## config.mk

```make
export PLATFORM = sky130hd
export DESIGN_NAME = fnv1a_hash_engine_flat
export DESIGN_NICKNAME = d
export VERILOG_FILES = /design/src/sv/fnv_pkg.sv /design/src/sv/fnv_if.sv /design/src/sv/fnv_step.sv /design/src/sv/fnv1a_hash_engine.sv /design/src/flat_wrapper.sv
export SDC_FILE = /design/constraint.sdc
export NUM_CORES = 2
export LEC_CHECK = 0
export ABC_AREA = 0
export BUFFER_PORTS_ARGS = -buffer_cell sky130_fd_sc_hd__buf_2
export CAP_MARGIN = 20
export CORE_MARGIN = 8
export CORE_UTILIZATION = 25
export CTS_BUF_LIST = sky130_fd_sc_hd__clkbuf_8 sky130_fd_sc_hd__clkbuf_16
export CTS_CLUSTER_SIZE = 20
export DETAILED_ROUTE_END_ITERATION = 7
export PLACE_DENSITY = 0.48
export REMOVE_ABC_BUFFERS = 1
export SETUP_SLACK_MARGIN = 0.05
export SLEW_MARGIN = 25
export SYNTH_ARGS = -nofsm -noshare
export SYNTH_HDL_FRONTEND = slang
export SYNTH_SLANG_ARGS = --single-unit
export TNS_END_PERCENT = 20
```

## constraint.sdc

```tcl
create_clock -name clk -period 15.8 [get_ports clk]
set_input_delay 0.79 -clock clk [delete_from_list [all_inputs] [get_ports clk]]
set_output_delay 0.79 -clock clk [all_outputs]
set_load 0.005 [all_outputs]
```

## src/sv/fnv_pkg.sv

```systemverilog
// shared types, constants and prime multiply helpers for the fnv-1a hash engine
package fnv_pkg;

  localparam int unsigned HashW   = 128;
  localparam int unsigned HalfW   = 64;
  localparam int unsigned ByteW   = 8;

  // wide_mode register codes
  localparam logic Mode64  = 1'b0;
  localparam logic Mode128 = 1'b1;

  localparam logic [HalfW-1:0] Basis64   = 64'd14695981039346656037;
  localparam logic [HalfW-1:0] Basis128H = 64'd7809847782465536322;
  localparam logic [HalfW-1:0] Basis128L = 64'd7113472399480571277;

  typedef logic [HashW-1:0] hash_t;
  typedef logic [HalfW-1:0] half_t;

  typedef struct packed {
    logic [ByteW-1:0] data_byte;
    logic             has_byte;
    logic             first_byte;
    logic             last_byte;
  } item_t;

  // x * 0x100000001b3 mod 2^64, prime bits are 40, 8, 7, 5, 4, 1, 0
  function automatic half_t mul_prime64(input half_t x);
    half_t r;
    r = x + (x << 1) + (x << 4) + (x << 5) + (x << 7) + (x << 8) + (x << 40);
    return r;
  endfunction

  // x * (2^88 + 315) mod 2^128, 315 bits are 8, 5, 4, 3, 1, 0
  function automatic hash_t mul_prime128(input hash_t x);
    hash_t r;
    r = x + (x << 1) + (x << 3) + (x << 4) + (x << 5) + (x << 8) + (x << 88);
    return r;
  endfunction

endpackage

```

## src/sv/fnv_if.sv

```systemverilog
// handshake channels: byte input, digest output and config write
interface fnv_in_if;
  logic        valid;
  logic        ready;
  logic [7:0]  data_byte;
  logic        has_byte;
  logic        first_byte;
  logic        last_byte;

  modport source (output valid, output data_byte, output has_byte, output first_byte,
                  output last_byte, input ready);
  modport sink   (input valid, input data_byte, input has_byte, input first_byte,
                  input last_byte, output ready);
endinterface

interface fnv_out_if;
  logic        valid;
  logic        ready;
  logic [63:0] digest_low;
  logic [63:0] digest_high;

  modport source (output valid, output digest_low, output digest_high, input ready);
  modport sink   (input valid, input digest_low, input digest_high, output ready);
endinterface

interface fnv_cfg_if;
  logic        valid;
  logic        ready;
  logic        wide_mode;

  modport source (output valid, output wide_mode, input ready);
  modport sink   (input valid, input wide_mode, output ready);
endinterface

```

## src/sv/fnv_step.sv

```systemverilog
// one fnv-1a absorb step: basis load, byte xor and prime multiply
module fnv_step (
  input  fnv_pkg::hash_t state,
  input  logic           wide,
  input  fnv_pkg::item_t item,
  output fnv_pkg::hash_t state_next,
  output fnv_pkg::half_t digest_low,
  output fnv_pkg::half_t digest_high
);

  fnv_pkg::hash_t base;
  fnv_pkg::hash_t mixed;
  fnv_pkg::half_t lo64;

  always_comb begin
    base = state;
    if (item.first_byte) begin
      if (wide) begin
        base = {fnv_pkg::Basis128H, fnv_pkg::Basis128L};
      end else begin
        base = {{fnv_pkg::HalfW{1'b0}}, fnv_pkg::Basis64};
      end
    end
    mixed = {base[fnv_pkg::HashW-1:fnv_pkg::ByteW],
             base[fnv_pkg::ByteW-1:0] ^ item.data_byte};
    lo64 = fnv_pkg::mul_prime64(mixed[fnv_pkg::HalfW-1:0]);
    state_next = base;
    if (item.has_byte) begin
      if (wide) begin
        state_next = fnv_pkg::mul_prime128(mixed);
      end else begin
        state_next = {{fnv_pkg::HalfW{1'b0}}, lo64};
      end
    end
  end

  assign digest_low  = state_next[fnv_pkg::HalfW-1:0];
  assign digest_high = wide ? state_next[fnv_pkg::HashW-1:fnv_pkg::HalfW]
                            : {fnv_pkg::HalfW{1'b0}};

endmodule

```

## src/sv/fnv1a_hash_engine.sv

```systemverilog
// Streaming FNV-1a hash, 64 or 128 bits wide as set by wide_mode (reset 1).
// Bytes are taken one per cycle while no last beat is held back: a beat lands
// in an input register, from which a shift-add prime multiply updates the
// 128-bit state and, on a last beat, loads the digest register. Only a last
// beat that finds the digest register still full waits for the output side;
// other beats pass.
// The state is kept after a digest, so a beat without first continues the hash.
module fnv1a_hash_engine (
  input  logic      clk,
  input  logic      rst,
  fnv_in_if.sink    byte_ch,
  fnv_cfg_if.sink   cfg,
  fnv_out_if.source digest_ch
);

  logic           wide_mode;
  logic           s1_valid;
  fnv_pkg::item_t s1_item;
  fnv_pkg::hash_t hash_state;
  fnv_pkg::hash_t hash_state_next;
  fnv_pkg::half_t dig_low_next;
  fnv_pkg::half_t dig_high_next;
  logic           s1_advance;
  logic           out_valid;
  fnv_pkg::half_t out_low;
  fnv_pkg::half_t out_high;

  assign cfg.ready = 1'b1;

  // a last beat must wait while an unread digest sits in the output register
  assign s1_advance   = s1_valid && !(s1_item.last_byte && out_valid && !digest_ch.ready);
  assign byte_ch.ready = !s1_valid || s1_advance;

  fnv_step u_step (
    .state       (hash_state),
    .wide        (wide_mode),
    .item        (s1_item),
    .state_next  (hash_state_next),
    .digest_low  (dig_low_next),
    .digest_high (dig_high_next)
  );

  always_ff @(posedge clk) begin
    if (rst) begin
      wide_mode  <= fnv_pkg::Mode128;
      s1_valid   <= 1'b0;
      hash_state <= '0;
      out_valid  <= 1'b0;
    end else begin
      if (cfg.valid) begin
        wide_mode <= cfg.wide_mode;
      end
      if (byte_ch.valid && byte_ch.ready) begin
        s1_valid <= 1'b1;
      end else if (s1_advance) begin
        s1_valid <= 1'b0;
      end
      if (s1_advance) begin
        hash_state <= hash_state_next;
      end
      if (s1_advance && s1_item.last_byte) begin
        out_valid <= 1'b1;
      end else if (digest_ch.ready) begin
        out_valid <= 1'b0;
      end
    end
  end

  // payload registers
  always_ff @(posedge clk) begin
    if (byte_ch.valid && byte_ch.ready) begin
      s1_item.data_byte  <= byte_ch.data_byte;
      s1_item.has_byte   <= byte_ch.has_byte;
      s1_item.first_byte <= byte_ch.first_byte;
      s1_item.last_byte  <= byte_ch.last_byte;
    end
    if (s1_advance && s1_item.last_byte) begin
      out_low  <= dig_low_next;
      out_high <= dig_high_next;
    end
  end

  assign digest_ch.valid       = out_valid;
  assign digest_ch.digest_low  = out_low;
  assign digest_ch.digest_high = out_high;

endmodule
```

## src/flat_wrapper.sv

```systemverilog
// flat-port wrapper written by rule: the top's interface ports become plain ports
module fnv1a_hash_engine_flat 
  (clk, rst, byte_ch_valid, byte_ch_data_byte, byte_ch_has_byte, byte_ch_first_byte, byte_ch_last_byte, byte_ch_ready, cfg_valid, cfg_wide_mode, cfg_ready, digest_ch_valid, digest_ch_digest_low, digest_ch_digest_high, digest_ch_ready);
  fnv_in_if byte_ch_i ();
  fnv_cfg_if cfg_i ();
  fnv_out_if digest_ch_i ();
  input  logic clk;
  input  logic rst;
  input wire logic [$bits(byte_ch_i.valid)-1:0] byte_ch_valid;
  input wire logic [$bits(byte_ch_i.data_byte)-1:0] byte_ch_data_byte;
  input wire logic [$bits(byte_ch_i.has_byte)-1:0] byte_ch_has_byte;
  input wire logic [$bits(byte_ch_i.first_byte)-1:0] byte_ch_first_byte;
  input wire logic [$bits(byte_ch_i.last_byte)-1:0] byte_ch_last_byte;
  output wire logic [$bits(byte_ch_i.ready)-1:0] byte_ch_ready;
  input wire logic [$bits(cfg_i.valid)-1:0] cfg_valid;
  input wire logic [$bits(cfg_i.wide_mode)-1:0] cfg_wide_mode;
  output wire logic [$bits(cfg_i.ready)-1:0] cfg_ready;
  output wire logic [$bits(digest_ch_i.valid)-1:0] digest_ch_valid;
  output wire logic [$bits(digest_ch_i.digest_low)-1:0] digest_ch_digest_low;
  output wire logic [$bits(digest_ch_i.digest_high)-1:0] digest_ch_digest_high;
  input wire logic [$bits(digest_ch_i.ready)-1:0] digest_ch_ready;
  assign byte_ch_i.valid = byte_ch_valid;
  assign byte_ch_i.data_byte = byte_ch_data_byte;
  assign byte_ch_i.has_byte = byte_ch_has_byte;
  assign byte_ch_i.first_byte = byte_ch_first_byte;
  assign byte_ch_i.last_byte = byte_ch_last_byte;
  assign byte_ch_ready = byte_ch_i.ready;
  assign cfg_i.valid = cfg_valid;
  assign cfg_i.wide_mode = cfg_wide_mode;
  assign cfg_ready = cfg_i.ready;
  assign digest_ch_valid = digest_ch_i.valid;
  assign digest_ch_digest_low = digest_ch_i.digest_low;
  assign digest_ch_digest_high = digest_ch_i.digest_high;
  assign digest_ch_i.ready = digest_ch_ready;
  fnv1a_hash_engine u_core (.clk(clk), .rst(rst), .byte_ch(byte_ch_i), .cfg(cfg_i), .digest_ch(digest_ch_i));
endmodule
```

======== Yosys cells after proc, flatten, opt, wreduce, memory -nomap -nowiden ========
Cells that the tools add are included.
storage, ports and cells
  bits in registers ....................... 270
  input port bits ......................... 17
  output and inout port bits .............. 131
  logic and storage cells ................. 42
operators by class
  $add $sub $neg .......................... 12
  multiplexer cells ....................... 8
  bitwise gates (word level) .............. 1
  reduce and logical (&&, ||, !) cells .... 11
operators by type and width
  cell                number
  adder 128 bit       6
  adder 64 bit        6
  2-to-1 mux 128 bit  3
  2-to-1 mux 127 bit  1
  bitwise XOR 8 bit   1
  logical AND 1 bit   5
  2-to-1 mux 1 bit    4
  nonzero test 2 bit  2
  zero test 1 bit     3
  logical OR 1 bit    1

======== Longest topological paths before layout ========
  depth after elaboration ................. 11
  gate-level depth with buffers ........... 29
  gate-level depth less buffers ........... 25

======== By module ========
From an unflattened synthesis, not the netlist that was laid out.
unflattened totals
  cell total of the unflattened synthesis .. 5,462
  area, all modules ....................... 47,195.3 µm²
by module, submodules not included
  module             instances  cells an instance  area an instance (µm²)  seq. area each (µm²)
  fnv_step           1          4,752              37,064.3                0.0
  fnv1a_hash_engine  1          710                10,131.0                6,796.5

======== Worst setup path before layout ========
Ideal clock, no wire load.
  kind .................................... reg2reg
  start ................................... register u_core.wide_mode
  end ..................................... register u_core.out_high[60], in the netlist u_core.digest_ch.digest_high[60], data pin
  setup time .............................. 0.261 ns
  arrival ................................. 6.993 ns
  required time ........................... 15.539 ns
  path slack .............................. 8.546 ns
  stages on the path, launching flop included .. 26
  path buffers ............................ 3
  clock period less this slack ............ 7.254 ns
  path through ............................ dfxtp_1 > buf_4 > clkinv_1 > nor2_1 > clkbuf_1 > buf_1 > a21oi_1 > xnor2_1 > inv_1 > fa_1 > inv_1 > fa_1 > fa_1 > ha_1 > ha_1 > o21a_1 > a21oi_1 > a311oi_1 > nand3_1 > a2111o_1 > a211oi_2 > nor3_2 > o31ai_4 > a21oi_1 > and3_1 > a311o_1
between the ends
  longest elaborated chain between the ends .. 11
ends and longest elaborated chain
  element                     RTL line                 RTL
  from (decl)                 fnv1a_hash_engine.sv:16  logic wide_mode;
  from (signal assigned)      fnv1a_hash_engine.sv:45  wide_mode <= fnv_pkg::Mode128;
  from (signal assigned)      fnv1a_hash_engine.sv:51  wide_mode <= cfg.wide_mode;
  2-to-1 mux 127 bit          fnv_step.sv:18           if (wide) begin
  2-to-1 mux 128 bit          fnv_step.sv:17           if (item.first_byte) begin
  bitwise XOR 8 bit           fnv_step.sv:25           base[fnv_pkg::ByteW-1:0] ^ item.data_byte};
  adder 128 bit (6 in a row)  fnv_pkg.sv:36            r = x + (x << 1) + (x << 3) + (x << 4) + (x << 5) + (x << 8) + (x << 88);
  2-to-1 mux 128 bit          fnv_step.sv:29           if (wide) begin
  2-to-1 mux 128 bit          fnv_step.sv:28           if (item.has_byte) begin
  to (signal assigned)        fnv1a_hash_engine.sv:79  out_high <= dig_high_next;
  to (decl)                   fnv1a_hash_engine.sv:26  fnv_pkg::half_t out_high;
Parallel ways exist; a longest one is shown, timed or not.
A chain may end at the register's enable or synchronous reset.

======== Worst setup path after layout ========
  start ................................... register u_core.s1_item[1] (netlist name)
  end ..................................... register u_core.out_high[62], in the netlist u_core.digest_ch.digest_high[62], data pin
between the ends
  longest elaborated chain between the ends .. 10
ends and longest elaborated chain
  element                     RTL line                 RTL
  from (decl)                 fnv1a_hash_engine.sv:18  fnv_pkg::item_t s1_item;
  2-to-1 mux 128 bit (*)      fnv_step.sv:17
  bitwise XOR 8 bit           fnv_step.sv:25
  adder 128 bit (6 in a row)  fnv_pkg.sv:36
  2-to-1 mux 128 bit          fnv_step.sv:29
  2-to-1 mux 128 bit (*)      fnv_step.sv:28
Every way passes the cells marked *; elsewhere a longest branch is shown, timed or not.

==> run_summary.xml <==
<?xml version="1.0" encoding="UTF-8"?>
<metrics>
  <group name="status">
    <metric name="outcome" unit="">finished, violations left</metric>
    <metric name="failing_checks" unit="">design-rule violations</metric>
  </group>
  <group name="setup_path">
    <metric name="critical_path_class" unit="">flip-flop to flip-flop</metric>
    <metric name="endpoint" unit="">u_core.digest_ch.digest_high[62]</metric>
    <metric name="cp_slowest_cell" unit="">sky130_fd_sc_hd__a211oi_2</metric>
    <metric name="cp_data_arrival_time" unit="ns">9.81</metric>
    <metric name="critical_path.top_delay_family" unit="">compound AO/OA/AOI/OAI gates</metric>
    <metric name="kind_of_capture_point_of_the_worst_setup_path" unit="">flip-flop</metric>
    <metric name="reg2reg_to" unit="">u_core.digest_ch.digest_high[62]</metric>
    <metric name="critical_path_stages" unit="">26</metric>
    <metric name="cp.buffers_inverters" unit="">7</metric>
    <metric name="timing.reg2reg.setup_slack" unit="ns">6.36</metric>
    <metric name="worst-path-max-fanout" unit="">32</metric>
    <metric name="rr_worst_depth" unit="">26</metric>
    <metric name="crit_path_start_kind" unit="">flip-flop</metric>
    <metric name="critPathRequiredTime" unit="ns">16.17</metric>
    <metric name="critPathMaxStageDelay" unit="ns">0.69</metric>
    <metric name="r2r-start" unit="">u_core.s1_item[1]</metric>
    <metric name="crit_path_frequent_cell" unit="">sky130_fd_sc_hd__a21oi_1</metric>
    <metric name="timing.critical_path.from" unit="">u_core.s1_item[1]</metric>
  </group>
  <group name="die">
    <metric name="ioPinCount" unit="">148</metric>
    <metric name="core.rowCount" unit="">156</metric>
    <metric name="die_height" unit="µm">440.9</metric>
    <metric name="die_area" unit="µm²">194400</metric>
    <metric name="initial_core_util" unit="%">25.06</metric>
    <metric name="die_width" unit="µm">440.9</metric>
    <metric name="core_area" unit="µm²">180200</metric>
  </group>
  <group name="clock_network">
    <metric name="tritoncts_clock_tree" unit="">done</metric>
    <metric name="cts_made_buffers" unit="">42</metric>
    <metric name="clock_sinks" unit="">270</metric>
    <metric name="cts_max_path_bufs" unit="">3</metric>
    <metric name="post-cts-setup-buffers" unit="">0</metric>
    <metric name="cts.root.buffer_cell" unit="">sky130_fd_sc_hd__clkbuf_16</metric>
    <metric name="clkTransAtPathRegs" unit="ns">0.06</metric>
    <metric name="cts_hold_buf" unit="">0</metric>
    <metric name="post_cts.resized_instances" unit="">0</metric>
    <metric name="clock_insertion_delay_worst_skew" unit="ns">0.63</metric>
    <metric name="cts_htree_levels" unit="">2</metric>
  </group>
  <group name="synthesis">
    <metric name="synthesis.instances" unit="">5350</metric>
    <metric name="synth_largest_type_area_fraction" unit="%">25.85</metric>
    <metric name="ys.warnings.count" unit="">0</metric>
    <metric name="synth-seq-area-share" unit="%">15.06</metric>
    <metric name="synthFlopType" unit="">sky130_fd_sc_hd__edfxtp_1</metric>
    <metric name="synthesis.area" unit="µm²">45140</metric>
    <metric name="number_of_synthesized_flops_with_an_enable_pin" unit="">139</metric>
    <metric name="netlist_top_cells_area" unit="">sky130_fd_sc_hd__fa_1 26%, sky130_fd_sc_hd__ha_1 12%, sky130_fd_sc_hd__edfxtp_1 9.2%</metric>
    <metric name="yosys.area.top_type" unit="">sky130_fd_sc_hd__fa_1</metric>
    <metric name="yosysUniqueCellTypes" unit="">96</metric>
    <metric name="synth.avg_cell_area" unit="µm²">8.438</metric>
    <metric name="ff_latch_count_synth" unit="">270</metric>
    <metric name="ys_async_sr_fraction" unit="%">0</metric>
  </group>
  <group name="global_route">
    <metric name="grt_usage" unit="%">19.53</metric>
    <metric name="global_route_wire_length_before_repair" unit="µm">281600</metric>
    <metric name="global_route.overflow_total" unit="">0</metric>
    <metric name="grt_max_degree" unit="">97</metric>
    <metric name="via_count_of_the_first_global_routing_pass" unit="">40100</metric>
    <metric name="grt_antenna_before_repair" unit="">6</metric>
  </group>
  <group name="timing">
    <metric name="finalMaxSlewViolations" unit="">0</metric>
    <metric name="fin_crit_sh" unit="%">59.75</metric>
    <metric name="setup_tns" unit="ns">0</metric>
    <metric name="finalWorstPathRequiredPeriod" unit="ns">9.440</metric>
    <metric name="unrepaired_setup_endpoints_after_global_routing" unit="">false</metric>
    <metric name="timing.clock.skew" unit="ns">0.03134</metric>
    <metric name="maxClockFrequency" unit="GHz">0.1059</metric>
    <metric name="slew_headroom" unit="%">30.47</metric>
    <metric name="tightestPinTransition" unit="ns">1.039</metric>
    <metric name="setup_viol_count_final" unit="">0</metric>
    <metric name="hold_violations" unit="">0</metric>
  </group>
  <group name="finish">
    <metric name="fillers" unit="">19430</metric>
    <metric name="fraction_of_layout_instances_using_a_drive_strength_above_1" unit="%">7.234</metric>
    <metric name="fin_nets" unit="">6422</metric>
    <metric name="utilization" unit="%">27.81</metric>
    <metric name="post_layout_nonfiller_instances" unit="">7790</metric>
    <metric name="areaGrowthSynthToFinish" unit="%">11.00</metric>
    <metric name="layout_commonest_cell" unit="">sky130_fd_sc_hd__inv_1</metric>
    <metric name="mostFrequentLayoutCells" unit="">904 x sky130_fd_sc_hd__inv_1, 583 x sky130_fd_sc_hd__fa_1, 527 x sky130_fd_sc_hd__a21oi_1</metric>
  </group>
  <group name="drt">
    <metric name="antenna_left" unit="">0</metric>
    <metric name="drt_wirelength" unit="µm">193900</metric>
    <metric name="drc_errors_left" unit="">2</metric>
    <metric name="drt-wirelength-per-cell" unit="µm">24.89</metric>
    <metric name="vias" unit="">39180</metric>
    <metric name="firstDrtPassIters" unit="">8</metric>
    <metric name="drt_iter0_drc" unit="">3528</metric>
    <metric name="vias_per_cell" unit="">5.029</metric>
  </group>
  <group name="placement">
    <metric name="hpwlAfterDp" unit="µm">154700</metric>
    <metric name="gpl.final_weighted_congestion" unit="">0.9415</metric>
    <metric name="dp.cells" unit="">7714</metric>
    <metric name="io_buffers" unit="">146</metric>
  </group>
  <group name="min_path">
    <metric name="hold_path_startpoint" unit="">byte_ch_data_byte[5]</metric>
    <metric name="min_path_type" unit="">primary input to flip-flop</metric>
    <metric name="hold-path-cell-count" unit="">1</metric>
  </group>
  <group name="run">
    <metric name="max_cap_viol_count" unit="">0</metric>
  </group>
</metrics>
## sequential cells by signal, indices dropped and copies added, names as in the netlist
register                      count
u_core.s1_valid                   1
u_core.digest_ch.digest_high     64
u_core.hash_state               128
u_core.wide_mode                  1
u_core.s1_item                   11
u_core.digest_ch.digest_low      64
u_core.digest_ch.valid            1
## kinds of logic after synthesis
family	share of synthesized area, %
compound gates	18.66
simple gates	11.77
buf+inv	9.612
fa+ha+maj	38.02
xor+xnor	6.211
flops	15.06
mux	0.6624
other cells	0.008307
## synthesized netlist by cell type (31+ instances only)
cell,count
sky130_fd_sc_hd__xor2_1,95
sky130_fd_sc_hd__o21a_1,31
sky130_fd_sc_hd__nor2_1,401
sky130_fd_sc_hd__nand2_1,426
sky130_fd_sc_hd__xnor2_1,220
sky130_fd_sc_hd__o21bai_1,52
sky130_fd_sc_hd__a21o_1,164
sky130_fd_sc_hd__a21oi_1,531
sky130_fd_sc_hd__a31oi_1,53
sky130_fd_sc_hd__clkbuf_1,197
sky130_fd_sc_hd__ha_1,434
sky130_fd_sc_hd__inv_1,903
sky130_fd_sc_hd__edfxtp_1,139
sky130_fd_sc_hd__nor2b_1,41
sky130_fd_sc_hd__nand4_1,71
sky130_fd_sc_hd__dfxtp_1,131
sky130_fd_sc_hd__nand3_1,53
sky130_fd_sc_hd__nor3_1,52
sky130_fd_sc_hd__o21ai_0,278
sky130_fd_sc_hd__buf_1,34
sky130_fd_sc_hd__fa_1,583
## metal layers
metal / GRT usage (%) / vias up / share of wire, %
li1: - / 17910 / -
met1: 26.08 / 19540 / 43
met2: 32.22 / 1427 / 46
met3: 2.452 / 306 / 5.9
met4: 7.429 / 0 / 4.6
met5: 0 / - / 0
## layout make-up
class | count | area, µm² | share of cell area [%]
Timing Repair Buffer | 235 | 1414 | 2.822
Antenna cell | 1 | 2.502 | 0.004994
Clock buffer | 44 | 1079 | 2.152
Sequential cell | 270 | 6800 | 13.57
Multi-Input combinational cell | 3930 | 34120 | 68.09
Inverter | 909 | 3417 | 6.819
Tap cell | 2370 | 2965 | 5.918
Clock inverter | 31 | 314.1 | 0.6267
## through the flow
stage	setup WS (ns)	hold slack [ns]	cell area (µm²)
2_1_floorplan	3.779	0.4264	44220
3_3_place_gp	6.623	0.4439	48680
3_5_place_dp	6.531	0.4503	48710
4_1_cts	6.510	0.2850	50100
5_1_grt	6.064	0.3120	50110
6_report	6.360	0.3351	50110
## worst min-delay path by stage
stage                                         to  slack, ns
after detailed placement  u_core.hash_state[121]       0.45
after global routing           u_core.s1_item[8]       0.31
after CTS                     u_core.s1_item[10]       0.28
after global placement      u_core.hash_state[4]       0.44
after floorplan            u_core.hash_state[63]       0.43
final                          u_core.s1_item[8]       0.34
## worst reg2reg max path: stages, from the launching register on
cell	delay (ns)
sky130_fd_sc_hd__edfxtp_1	0.35
sky130_fd_sc_hd__buf_4	0.32
sky130_fd_sc_hd__inv_4	0.27
sky130_fd_sc_hd__nor2_4	0.14
sky130_fd_sc_hd__buf_4	0.51
sky130_fd_sc_hd__buf_4	0.59
sky130_fd_sc_hd__a21oi_1	0.18
sky130_fd_sc_hd__xor2_1	0.57
sky130_fd_sc_hd__clkinv_1	0.48
sky130_fd_sc_hd__fa_1	0.65
sky130_fd_sc_hd__inv_1	0.06
sky130_fd_sc_hd__fa_1	0.54
sky130_fd_sc_hd__inv_1	0.05
sky130_fd_sc_hd__fa_1	0.36
sky130_fd_sc_hd__ha_1	0.22
sky130_fd_sc_hd__ha_1	0.36
sky130_fd_sc_hd__a21oi_1	0.29
sky130_fd_sc_hd__o211ai_1	0.16
sky130_fd_sc_hd__a31oi_1	0.57
sky130_fd_sc_hd__a211oi_2	0.19
sky130_fd_sc_hd__a211oi_2	0.69
sky130_fd_sc_hd__nor3_2	0.19
sky130_fd_sc_hd__o211ai_1	0.55
sky130_fd_sc_hd__a21oi_1	0.29
sky130_fd_sc_hd__a21oi_1	0.29
sky130_fd_sc_hd__mux2i_1	0.27
sky130_fd_sc_hd__nand2_1	0.08
Power is left out: the tool's default activity adds up to more than one toggle a clock period on the data nets, which glitch-free logic cannot reach.
